## config.mk

```make
export PLATFORM = sky130hd
export DESIGN_NAME = sensor_conversion_poll_sequencer
export DESIGN_NICKNAME = d
export VERILOG_FILES = /design/src/rtl/scps_pkg.sv /design/src/rtl/scps_apb.sv /design/src/rtl/scps_core.sv /design/src/rtl/sensor_conversion_poll_sequencer.sv
export SDC_FILE = /design/constraint.sdc
export NUM_CORES = 1
export LEC_CHECK = 0
export BUFFER_PORTS_ARGS = -buffer_cell sky130_fd_sc_hd__clkbuf_2
export CORE_MARGIN = 8
export CORE_UTILIZATION = 25
export DETAILED_ROUTE_END_ITERATION = 8
export SLEW_MARGIN = 20
export SYNTH_ARGS = -nofsm -noshare
export SYNTH_HDL_FRONTEND = slang
export SYNTH_SLANG_ARGS = --single-unit
```

## constraint.sdc

```tcl
create_clock -name clk -period 4.08 [get_ports clk]
set_input_delay 0.204 -clock clk [delete_from_list [all_inputs] [get_ports clk]]
set_output_delay 0.204 -clock clk [all_outputs]
set_load 0.005 [all_outputs]
```

## src/rtl/scps_pkg.sv

```systemverilog
// ----------------------------------------------------------------------------
// scps_pkg
// Types, codes and constants shared by the conversion poll sequencer.
// ----------------------------------------------------------------------------
package scps_pkg;

	// Sequencer phases
	typedef enum logic [2:0] {
		PH_IDLE      = 3'd0,
		PH_REQUESTED = 3'd1,
		PH_WAITING   = 3'd2,
		PH_READY     = 3'd3,
		PH_ERROR     = 3'd4
	} phase_t;

	// Result status codes
	typedef enum logic [2:0] {
		ST_FRESH    = 3'd0,
		ST_CACHED   = 3'd1,
		ST_STALE    = 3'd2,
		ST_NO_VALUE = 3'd3,
		ST_ABSENT   = 3'd4
	} status_t;

	// Register indexes (byte address / 4)
	localparam logic [1:0] REG_RESOLUTION = 2'd0;
	localparam logic [1:0] REG_OFFSET     = 2'd1;
	localparam logic [1:0] REG_RETRY      = 2'd2;
	localparam logic [1:0] REG_PRESENT    = 2'd3;

	// Register reset values
	localparam logic [3:0] RESOLUTION_RST = 4'd12;
	localparam logic [8:0] OFFSET_RST     = 9'd0;
	localparam logic [3:0] RETRY_RST      = 4'd3;
	localparam logic       PRESENT_RST    = 1'b1;

	// Limits
	localparam logic [31:0]        CACHE_MAX_AGE_MS = 32'd60000;
	localparam logic signed [15:0] TEMP_LOW_COUNTS  = -16'sd880;
	localparam logic signed [15:0] TEMP_HIGH_COUNTS = 16'sd2000;

	// Configuration as seen by the sequencer
	typedef struct packed {
		logic [3:0]        conv_res;
		logic signed [8:0] calibration_offset;
		logic [3:0]        retry_limit;
		logic              sensor_present;
	} cfg_t;

	// One result item
	typedef struct packed {
		logic              value_valid;
		logic signed [12:0] temperature_out;
		status_t           status;
	} result_t;

	// Conversion time for a given resolution
	function automatic logic [31:0] wait_ms(input logic [3:0] res);
		logic [31:0] w;
		unique case (res)
			4'd9:    w = 32'd100;
			4'd10:   w = 32'd200;
			4'd11:   w = 32'd400;
			default: w = 32'd750;
		endcase
		return w;
	endfunction

endpackage

```

## src/rtl/scps_apb.sv

```systemverilog
// ----------------------------------------------------------------------------
// scps_apb
// APB register file holding the sequencer configuration.
// ----------------------------------------------------------------------------
module scps_apb
	import scps_pkg::*;
(
	input  logic        clk,
	input  logic        arst_n,
	input  logic        psel,
	input  logic        penable,
	input  logic        pwrite,
	input  logic [3:0]  paddr,
	input  logic [31:0] pwdata,
	output logic [31:0] prdata,
	output logic        pready,
	output cfg_t        cfg
);

	logic       wr_en;
	logic [1:0] reg_idx;
	cfg_t       cfg_q;

	assign pready  = 1'b1;
	assign reg_idx = paddr[3:2];
	assign wr_en   = psel && penable && pwrite;

	// Register writes
	always_ff @(posedge clk or negedge arst_n) begin
		if (!arst_n) begin
			cfg_q.conv_res           <= RESOLUTION_RST;
			cfg_q.calibration_offset <= OFFSET_RST;
			cfg_q.retry_limit        <= RETRY_RST;
			cfg_q.sensor_present     <= PRESENT_RST;
		end else if (wr_en) begin
			unique case (reg_idx)
				REG_RESOLUTION: cfg_q.conv_res           <= pwdata[3:0];
				REG_OFFSET:     cfg_q.calibration_offset <= pwdata[8:0];
				REG_RETRY:      cfg_q.retry_limit        <= pwdata[3:0];
				REG_PRESENT:    cfg_q.sensor_present     <= pwdata[0];
			endcase
		end
	end

	// Read mux
	always_comb begin
		unique case (reg_idx)
			REG_RESOLUTION: prdata = {28'd0, cfg_q.conv_res};
			REG_OFFSET:     prdata = {{23{cfg_q.calibration_offset[8]}},
						      cfg_q.calibration_offset};
			REG_RETRY:      prdata = {28'd0, cfg_q.retry_limit};
			REG_PRESENT:    prdata = {31'd0, cfg_q.sensor_present};
		endcase
	end

	assign cfg = cfg_q;

endmodule

```

## src/rtl/scps_core.sv

```systemverilog
// ----------------------------------------------------------------------------
// scps_core
// Sequencer state and the per-poll next-state and result logic.
// ----------------------------------------------------------------------------
module scps_core
	import scps_pkg::*;
(
	input  logic               clk,
	input  logic               arst_n,
	input  logic               step,
	input  cfg_t               cfg,
	input  logic [31:0]        now_ms,
	input  logic               request_ok,
	input  logic               read_ok,
	input  logic signed [15:0] raw_temperature,
	output result_t            result
);

	phase_t             phase_q, phase_n;
	logic [31:0]        start_time_q, start_time_n;
	logic [3:0]         retries_q, retries_n, retries_inc;
	logic signed [12:0] cached_temp_q;
	logic [31:0]        cached_time_q;
	logic               cache_valid_q;
	logic               fresh;
	logic               in_range;
	logic signed [12:0] temp_sum;
	logic [31:0]        conv_age;
	logic [31:0]        cache_age;

	assign in_range    = (raw_temperature >= TEMP_LOW_COUNTS) &&
			     (raw_temperature <= TEMP_HIGH_COUNTS);
	assign temp_sum    = raw_temperature[12:0] +
			     {{4{cfg.calibration_offset[8]}}, cfg.calibration_offset};
	assign conv_age    = now_ms - start_time_q;
	assign cache_age   = now_ms - cached_time_q;
	assign retries_inc = retries_q + 4'd1;

	// Phase transitions
	always_comb begin
		phase_n      = phase_q;
		start_time_n = start_time_q;
		retries_n    = retries_q;
		fresh        = 1'b0;
		unique case (phase_q)
			PH_IDLE: begin
				if (request_ok) begin
					phase_n      = PH_REQUESTED;
					start_time_n = now_ms;
					retries_n    = 4'd0;
				end
			end
			PH_REQUESTED: phase_n = PH_WAITING;
			PH_WAITING: begin
				if (conv_age >= wait_ms(cfg.conv_res))
					phase_n = PH_READY;
			end
			PH_READY: begin
				if (read_ok && in_range) begin
					fresh   = 1'b1;
					phase_n = PH_IDLE;
				end else begin
					retries_n = retries_inc;
					phase_n   = (retries_inc < cfg.retry_limit) ? PH_IDLE : PH_ERROR;
				end
			end
			default: begin
				phase_n   = PH_IDLE;
				retries_n = 4'd0;
			end
		endcase
	end

	// Result selection
	always_comb begin
		result.value_valid     = 1'b0;
		result.temperature_out = 13'sd0;
		result.status          = ST_NO_VALUE;
		priority if (!cfg.sensor_present) begin
			result.status = ST_ABSENT;
		end else if (fresh) begin
			result.value_valid     = 1'b1;
			result.temperature_out = temp_sum;
			result.status          = ST_FRESH;
		end else if (cache_valid_q) begin
			if (cache_age < CACHE_MAX_AGE_MS) begin
				result.value_valid     = 1'b1;
				result.temperature_out = cached_temp_q;
				result.status          = ST_CACHED;
			end else begin
				result.status = ST_STALE;
			end
		end
	end

	// State registers; an absent sensor freezes everything
	always_ff @(posedge clk or negedge arst_n) begin
		if (!arst_n) begin
			phase_q       <= PH_IDLE;
			start_time_q  <= 32'd0;
			retries_q     <= 4'd0;
			cached_temp_q <= 13'sd0;
			cached_time_q <= 32'd0;
			cache_valid_q <= 1'b0;
		end else if (step && cfg.sensor_present) begin
			phase_q      <= phase_n;
			start_time_q <= start_time_n;
			retries_q    <= retries_n;
			if (fresh) begin
				cached_temp_q <= temp_sum;
				cached_time_q <= now_ms;
				cache_valid_q <= 1'b1;
			end
		end
	end

endmodule

```

## src/rtl/sensor_conversion_poll_sequencer.sv

```systemverilog
// ----------------------------------------------------------------------------
// sensor_conversion_poll_sequencer
// Poll-driven temperature conversion sequencer with result caching.
// ----------------------------------------------------------------------------
// Pipeline: two register stages (input register, then result register); a
// poll's result is offered on m_tvalid once it moves into the result register.
// Throughput: one poll per cycle while m_tready is high, set by the single
// sequencer update done between the two registers; m_tready low stalls both.
// Reset: arst_n clears the sequencer to idle, empties the cache and both
// stages, and loads the register defaults (12, 0, 3, 1).
module sensor_conversion_poll_sequencer
	import scps_pkg::*;
(
	input  logic        clk,
	input  logic        arst_n,
	// configuration
	input  logic        psel,
	input  logic        penable,
	input  logic        pwrite,
	input  logic [3:0]  paddr,
	input  logic [31:0] pwdata,
	output logic [31:0] prdata,
	output logic        pready,
	// polls in
	input  logic        s_tvalid,
	output logic        s_tready,
	input  logic [55:0] s_tdata,  // now_ms[31:0], request_ok[32], read_ok[33],
	                              // raw_temperature[49:34], zero[55:50]
	// results out
	output logic        m_tvalid,
	input  logic        m_tready,
	output logic [15:0] m_tdata,  // temperature_out[12:0], zero[15:13]
	output logic [3:0]  m_tuser   // value_valid[0], status[3:1]
);

	cfg_t               cfg;
	result_t            result;
	logic               valid_s1;
	logic [31:0]        now_s1;
	logic               req_s1;
	logic               rd_s1;
	logic signed [15:0] raw_s1;
	logic               valid_s2;
	result_t            result_s2;
	logic               adv;

	scps_apb u_apb (
		.clk     (clk),
		.arst_n  (arst_n),
		.psel    (psel),
		.penable (penable),
		.pwrite  (pwrite),
		.paddr   (paddr),
		.pwdata  (pwdata),
		.prdata  (prdata),
		.pready  (pready),
		.cfg     (cfg)
	);

	// Stage 1 moves to the result register when that is free or drained
	assign adv      = valid_s1 && (!valid_s2 || m_tready);
	assign s_tready = !valid_s1 || adv;

	// Input register
	always_ff @(posedge clk or negedge arst_n) begin
		if (!arst_n) begin
			valid_s1 <= 1'b0;
		end else if (s_tready) begin
			valid_s1 <= s_tvalid;
		end
	end

	always_ff @(posedge clk) begin
		if (s_tvalid && s_tready) begin
			now_s1 <= s_tdata[31:0];
			req_s1 <= s_tdata[32];
			rd_s1  <= s_tdata[33];
			raw_s1 <= s_tdata[49:34];
		end
	end

	scps_core u_core (
		.clk             (clk),
		.arst_n          (arst_n),
		.step            (adv),
		.cfg             (cfg),
		.now_ms          (now_s1),
		.request_ok      (req_s1),
		.read_ok         (rd_s1),
		.raw_temperature (raw_s1),
		.result          (result)
	);

	// Result register
	always_ff @(posedge clk or negedge arst_n) begin
		if (!arst_n) begin
			valid_s2 <= 1'b0;
		end else if (adv) begin
			valid_s2 <= 1'b1;
		end else if (m_tready) begin
			valid_s2 <= 1'b0;
		end
	end

	always_ff @(posedge clk) begin
		if (adv) begin
			result_s2 <= result;
		end
	end

	assign m_tvalid = valid_s2;
	assign m_tdata  = {3'd0, result_s2.temperature_out};
	assign m_tuser  = {result_s2.status, result_s2.value_valid};

endmodule
```

=== Yosys cells after proc, flatten, opt, wreduce, memory -nomap -nowiden ===
Index checks and enable logic that the tools add are counted.

* Bits in registers: 172

* Order comparisons: 5
* Bitwise logic cells: 2
* Eq/ne operators: 12
* Add/sub/neg operators: 4
* Mux-type cells: 19
* Reduce and logical (&&, ||, !) cells: 24

{| class="wikitable"
|+ Operators with widths
! cell !! number
|-
| 32-bit one-hot mux with 4 select lines || 1
|-
| 32-bit subtractor || 2
|-
| 17-bit two-way mux || 2
|-
| 32-bit greater-or-equal comparator || 1
|-
| 32-bit by 16-bit < comparator with 1-bit output, second input constant || 1
|-
| 32-bit two-way mux || 1
|-
| 10-bit one-hot mux with 3 select lines || 1
|-
| 16-bit by 11-bit greater-or-equal comparator with 1-bit output, second input constant || 1
|-
| 16-bit by 12-bit less-or-equal comparator with 1-bit output, second input constant || 1
|-
| 14-bit two-way mux || 1
|-
| 13-bit adder || 1
|-
| 4-bit equality test, second input constant || 3
|-
| 3-bit two-way mux || 4
|-
| 3-bit one-hot mux with 4 select lines || 1
|-
| 4-bit one-hot mux with 3 select lines || 1
|-
| 2-bit AND reduction || 5
|-
| 4-bit two-way mux || 2
|-
| 1-bit logical AND || 7
|-
| 3-bit by 2-bit equality test with 1-bit output, second input constant || 2
|-
| 3-bit AND reduction || 2
|-
| 4-bit by 1-bit adder with 4-bit output, second input constant || 1
|-
| 2-bit equality test, second input constant || 2
|-
| 4-bit < comparator || 1
|-
| 1-bit two-way mux || 4
|-
| 13 further kinds || 18
|}

=== Depth between registers and ports, before layout ===
* Depth after elaboration: 6
* Gate-level depth with buffers: 19
* Depth with buffers taken out: 19

=== Cells and area by module ===
Synthesis repeated with hierarchy kept, for this count alone.

* Cell total of the unflattened synthesis: 1163
* Area total of the unflattened synthesis: 11654.9 um^2

{| class="wikitable"
|+ By module, submodules not included
! module !! instances !! area each (um^2) !! cells an instance
|-
| scps_core || 1 || 8476.9 || 997
|-
| sensor_conversion_poll_sequencer || 1 || 2142.1 || 79
|-
| scps_apb || 1 || 1036.0 || 87
|}

=== Worst setup path before layout ===
OpenSTA, ideal clock, no wires.

* Kind: register -> register
* Start point: register now_s1[6]
* End point: register u_core.phase_q[0]
* Data arrival time: 3.742 ns
* Cell stages (with the launch flop): 18
* Path slack: 0.203 ns
* Buffers on the path: 1
* Period minus slack after synthesis: 3.877 ns
* Required time: 3.945 ns
* Setup time: 0.135 ns
* Cell sequence: edfxtp_1 -> ha_1 -> clkbuf_1 -> a21o_1 -> a211oi_1 -> a21oi_1 -> nor2_1 -> xnor2_1 -> ha_1 -> nand2_1 -> nand4b_1 -> a2111oi_0 -> nand4bb_1 -> nor4_1 -> nand4_1 -> or4_1 -> nor4b_1 -> o31ai_1

* Cells in the longest elaborated chain, start to end: 4

{| class="wikitable"
|+ RTL lines
! element !! line !! source
|-
| start: declaration || sensor_conversion_poll_sequencer.sv:39 || <nowiki>logic [31:0] now_s1;</nowiki>
|-
| start signal: assignment || sensor_conversion_poll_sequencer.sv:75 || <nowiki>now_s1 <= s_tdata[31:0];</nowiki>
|-
| 32-bit subtractor || scps_core.sv:35 || <nowiki>assign conv_age = now_ms - start_time_q;</nowiki>
|-
| 32-bit greater-or-equal comparator || scps_core.sv:55 || <nowiki>if (conv_age >= wait_ms(cfg.conv_res))</nowiki>
|-
| 2-bit by 1-bit inequality test with 1-bit output (no line) || - ||
|-
| 3-bit AND reduction (no line) || - ||
|-
| end signal: assignment || scps_core.sv:106 || <nowiki>phase_q <= phase_n;</nowiki>
|-
| end: declaration || scps_core.sv:19 || <nowiki>phase_t phase_q, phase_n;</nowiki>
|}

No other way between the ends.
A chain may end at the register's enable or synchronous reset.

=== Worst setup path in the final report ===
* Start point: register now_s1[8]
* End point: register result_s2 (netlist bit m_tdata[5]) (data pin)

* Cells in the longest elaborated chain, start to end: 5

{| class="wikitable"
|+ RTL lines
! element !! line !! source
|-
| 32-bit subtractor || scps_core.sv:36 || <nowiki>assign cache_age = now_ms - cached_time_q;</nowiki>
|-
| 32-bit by 16-bit < comparator with 1-bit output || scps_core.sv:86 || <nowiki>if (cache_age < CACHE_MAX_AGE_MS) begin</nowiki>
|-
| 14-bit two-way mux || scps_core.sv:86 ||
|-
| 17-bit two-way mux || scps_core.sv:85 || <nowiki>end else if (cache_valid_q) begin</nowiki>
|-
| 17-bit two-way mux || scps_core.sv:81 || <nowiki>end else if (fresh) begin</nowiki>
|-
| end signal: assignment || sensor_conversion_poll_sequencer.sv:107 || <nowiki>result_s2 <= result;</nowiki>
|-
| end: declaration || sensor_conversion_poll_sequencer.sv:44 || <nowiki>result_t result_s2;</nowiki>
|}

No other way between the ends.

==> run metrics <==
status=complete, no violations; H-tree depth=4; CTS tree=built; hold crit path type=in -> reg; yosys synthesis warning count=0; WL met1=14,100 um; Top cell by count, worst path=nor4_1; Synth Area in Adders=9.93%; Worst Path Buf+Inv=1; FFs w/ async S/R, synth=approximately 61%; top routing layer in use=met4; sequence of cells on the critical path=ha_1 > a21oi_1 > o21ai_1 > mux2_2 > a311o_1 > nor3_1 > a311oi_1 > nor4_1 > nor4_1 > buf_4 > and4_4 > a22o_1; setup TNS=0 ps; drt via density=4.68; combinational share of power=43.1%; Peak VDD IR=about 360 uV; top-count cell post-synth=nand2_1; Slew @ Worst Pin=~860 ps; flop2flop setup slack=roughly 190 ps; type of origin of the critical path=flip-flop; Flop pwr share=32.9%; r2r startpoint=now_s1[8]$_DFFE_PP_; wirelength, routed=approximately 30,000 um; Primary FF master, synth=dfrtp_1; Post-layout nets=1,547; DRT antenna net count=0; cells on worst reg2reg path=12; total clock sinks=172; port bufs=118; switching part of the total=between 30% and 40%; HPWL after detailed placement=23,200 um; Post-Synth Simple-Gate Area=14.0%; DRT Pass-1 Iters=5; antenna violations before repair=1; CP max stage cell=ha_1; Cells after Synth=between 1,000 and 1,500; # rows=77; first-pass GRT wire length=49,300 um; mux contribution to synthesized area=4.13%; Required @ worst endpoint=4290 ps; GRT overflow=0; post-synthesis xor/xnor area fraction=under 10%; metal2 WL=14,600 um; Worst Setup SP=now_s1[8]$_DFFE_PP_; CTS buffer count=17; vias in the first global route=9,126; largest family of logic cells by synthesized area=compound AO/OA/AOI/OAI gates; crit-path leading delay family=compound AO/OA/AOI/OAI gates; Final Wtd Congestion=0.874; Setup-failing EPs final=0; Mapped Area=between 10,000 and 15,000 um^2; via count=about 9,200; Cell Pwr Density=501 nW/um^2; WL/cell=15.4 um; count of final hold-check violations=0; RR Endpoint=m_tdata[5]$_SDFFCE_PN0P_; top cell type's share of synthesized area=approximately 22%; DRC Markers=0; Synth area leader=dfrtp_1; fmax=257 MHz; largest net degree at the start of global routing=63; syn avg cell area=9.47 um^2; DR WL met3=~1000 um; Compound-Gate Fraction of Synth Area=20.0%; gr usage total=11.5%; Die Y=roughly 230 um; Die Wd=between 200 and 250 um; die area=roughly 52,000 um^2; synth unique cells=84; Root Driver=clkbuf_16; Placeable Area=44,300 um^2; Critical Path AT=4100 ps; clock-pin slew on the worst setup and hold paths=70 ps; Crit Path Class=reg -> reg; Net Sw Power=2.70 mW; share of cells above drive strength 1=approximately a fifth; Pleak=6.08 nW; CP Capture Type=flip-flop; post-placement setup slack=-144 ps; final core area utilization=31.2%; Starting Density=about a quarter; EDFF count, synth=between 60 and 70; Area contributors post-synth=dfrtp_1 (22%), edfxtp_1 (18%), ha_1 (9.6%), o21ai_0 (4.9%), nand2_1 (4.4%); origin of the worst min-delay path=pwdata[2]; IO Pins=154; clock share of power=between 20% and 30%; synth cell count leaders=nand2_1 (131), o21ai_0 (111), dfrtp_1 (100); Rel. slew slack=42.4%; worst clock skew=18.9 ps; # fillers=4,622; CP Max Fanout=13; cell internal pwr=around 4.2 mW; Max-cap violations=0; DR iter-0 viols=616; final worst slack=187 ps; period utilization=a little over nine tenths; Pins Over Slew Limit=0; P&R area growth vs syn=23.0%; clock latency on the worst-skew pair=between 400 and 500 ps; sequential element share of the synthesized area=41.3%; Worst path depth=12; Worst path max stage delay=between 500 and 600 ps; Yosys reg bits=between 150 and 200; minimum clock period=3890 ps; Reg area=4650 um^2; multi-input logic area=5980 um^2; CTS max path bufs=2; crit path capture=m_tdata[5]$_SDFFCE_PN0P_
-- cell usage in the layout (no fill, tap or decap), types with 5 or more instances in the layout --
master,instances
a211oi_1,5
a21boi_0,9
a21o_1,34
a21oi_1,72
a22o_1,12
a31oi_1,8
and2_1,16
and3_1,6
buf_4,45
clkbuf_16,17
clkbuf_2,117
dfrtp_1,100
dfstp_2,5
dlygate4sd3_1,59
edfxtp_1,67
ha_1,82
inv_1,88
inv_6,5
inv_8,5
mux2_2,33
mux2i_1,7
nand2_1,131
nand2b_1,12
nand3_1,21
nand4_1,14
nor2_1,59
nor2b_1,7
nor3_1,15
o211ai_1,13
o21a_1,12
o21ai_0,111
o21ai_1,5
o21bai_1,7
o31ai_1,6
or3_1,9
xnor2_1,39
xor2_1,15
-- registers in the layout (all words and copies together), names as in the netlist --
name	cells
m_tvalid	1
u_core.phase_q	3
u_core.cached_time_q	32
req_s1	1
rd_s1	1
u_core.start_time_q	32
m_tdata	13
u_core.cached_temp_q	13
u_core.retries_q	4
m_tuser	4
valid_s1	1
u_apb.cfg	18
raw_s1	16
now_s1	32
u_core.cache_valid_q	1
-- worst min path at each step --
stage	cells past startpoint	to
6_report	2	u_apb.cfg[7]$_DFFE_PN0P_
3_3_place_gp	1	u_core.cached_time_q[23]$_DFFE_PN0P_
4_1_cts	3	u_apb.cfg[3]$_DFFE_PN0P_
2_1_floorplan	0	m_tvalid$_DFFE_PN0P_
3_5_place_dp	1	u_core.cached_time_q[23]$_DFFE_PN0P_
5_1_grt	2	u_apb.cfg[7]$_DFFE_PN0P_
-- cell type report --
cell class / instances / share of cell area, %
multi-input cells: 859 / 43.3
flip-flops and latches: 172 / 33.6
repair buffers: 222 / 11.1
well taps: 592 / 5.36
clock buffers: 17 / 3.08
inverters: 88 / 2.39
clock inverters: 15 / 1.19
diodes: 1 / 0.0181
-- cells by family after synthesis --
kind of cell / Yosys count
xor gates and xnor gates: 54
adders and majority gates: 88
other: 2
DFF: 172
muxes: 41
AOI/OAI and AO/OA: 347
buffers and inverters: 157
and+or+nand+nor: 325
-- stage by stage --
step           hold WS (ps)  instances  area, um^2  total power [mW]
3_5_place_dp            165       1872       12600              5.14
5_1_grt                13.9       1966       13800              7.47
3_3_place_gp            157       1872       12600              5.10
4_1_cts                2.08       1963       13700              6.90
6_report               23.5       1966       13800              6.92
2_1_floorplan         -91.6       1188       11200              4.42
-- layer usage --
layer  vias up  global-route usage, %
li1       4599                      -
met1      4389                   15.0
met2       183                   19.4
met3        34                   1.72
met4         0                   3.73
met5         -                      0
-- power groups by stage --
stage | clock (mW) | combinational, mW | sequential [mW]
global placement | 0 | 2.79 | 2.31
global route | 1.79 | 3.36 | 2.32
CTS | 1.71 | 2.90 | 2.28
finish | 1.66 | 2.98 | 2.28
floorplan | 0 | 2.18 | 2.24
detailed placement | 0 | 2.82 | 2.32
-- what timing repair did --
item,CTS,global route
hold buffers,59,0
hold endpoints to repair,85,0
gates resized for setup,3,11
pin swaps,0,6
endpoints found under the setup margin,1,1
setup buffers,0,2
Power figures use the tool's default switching activity.
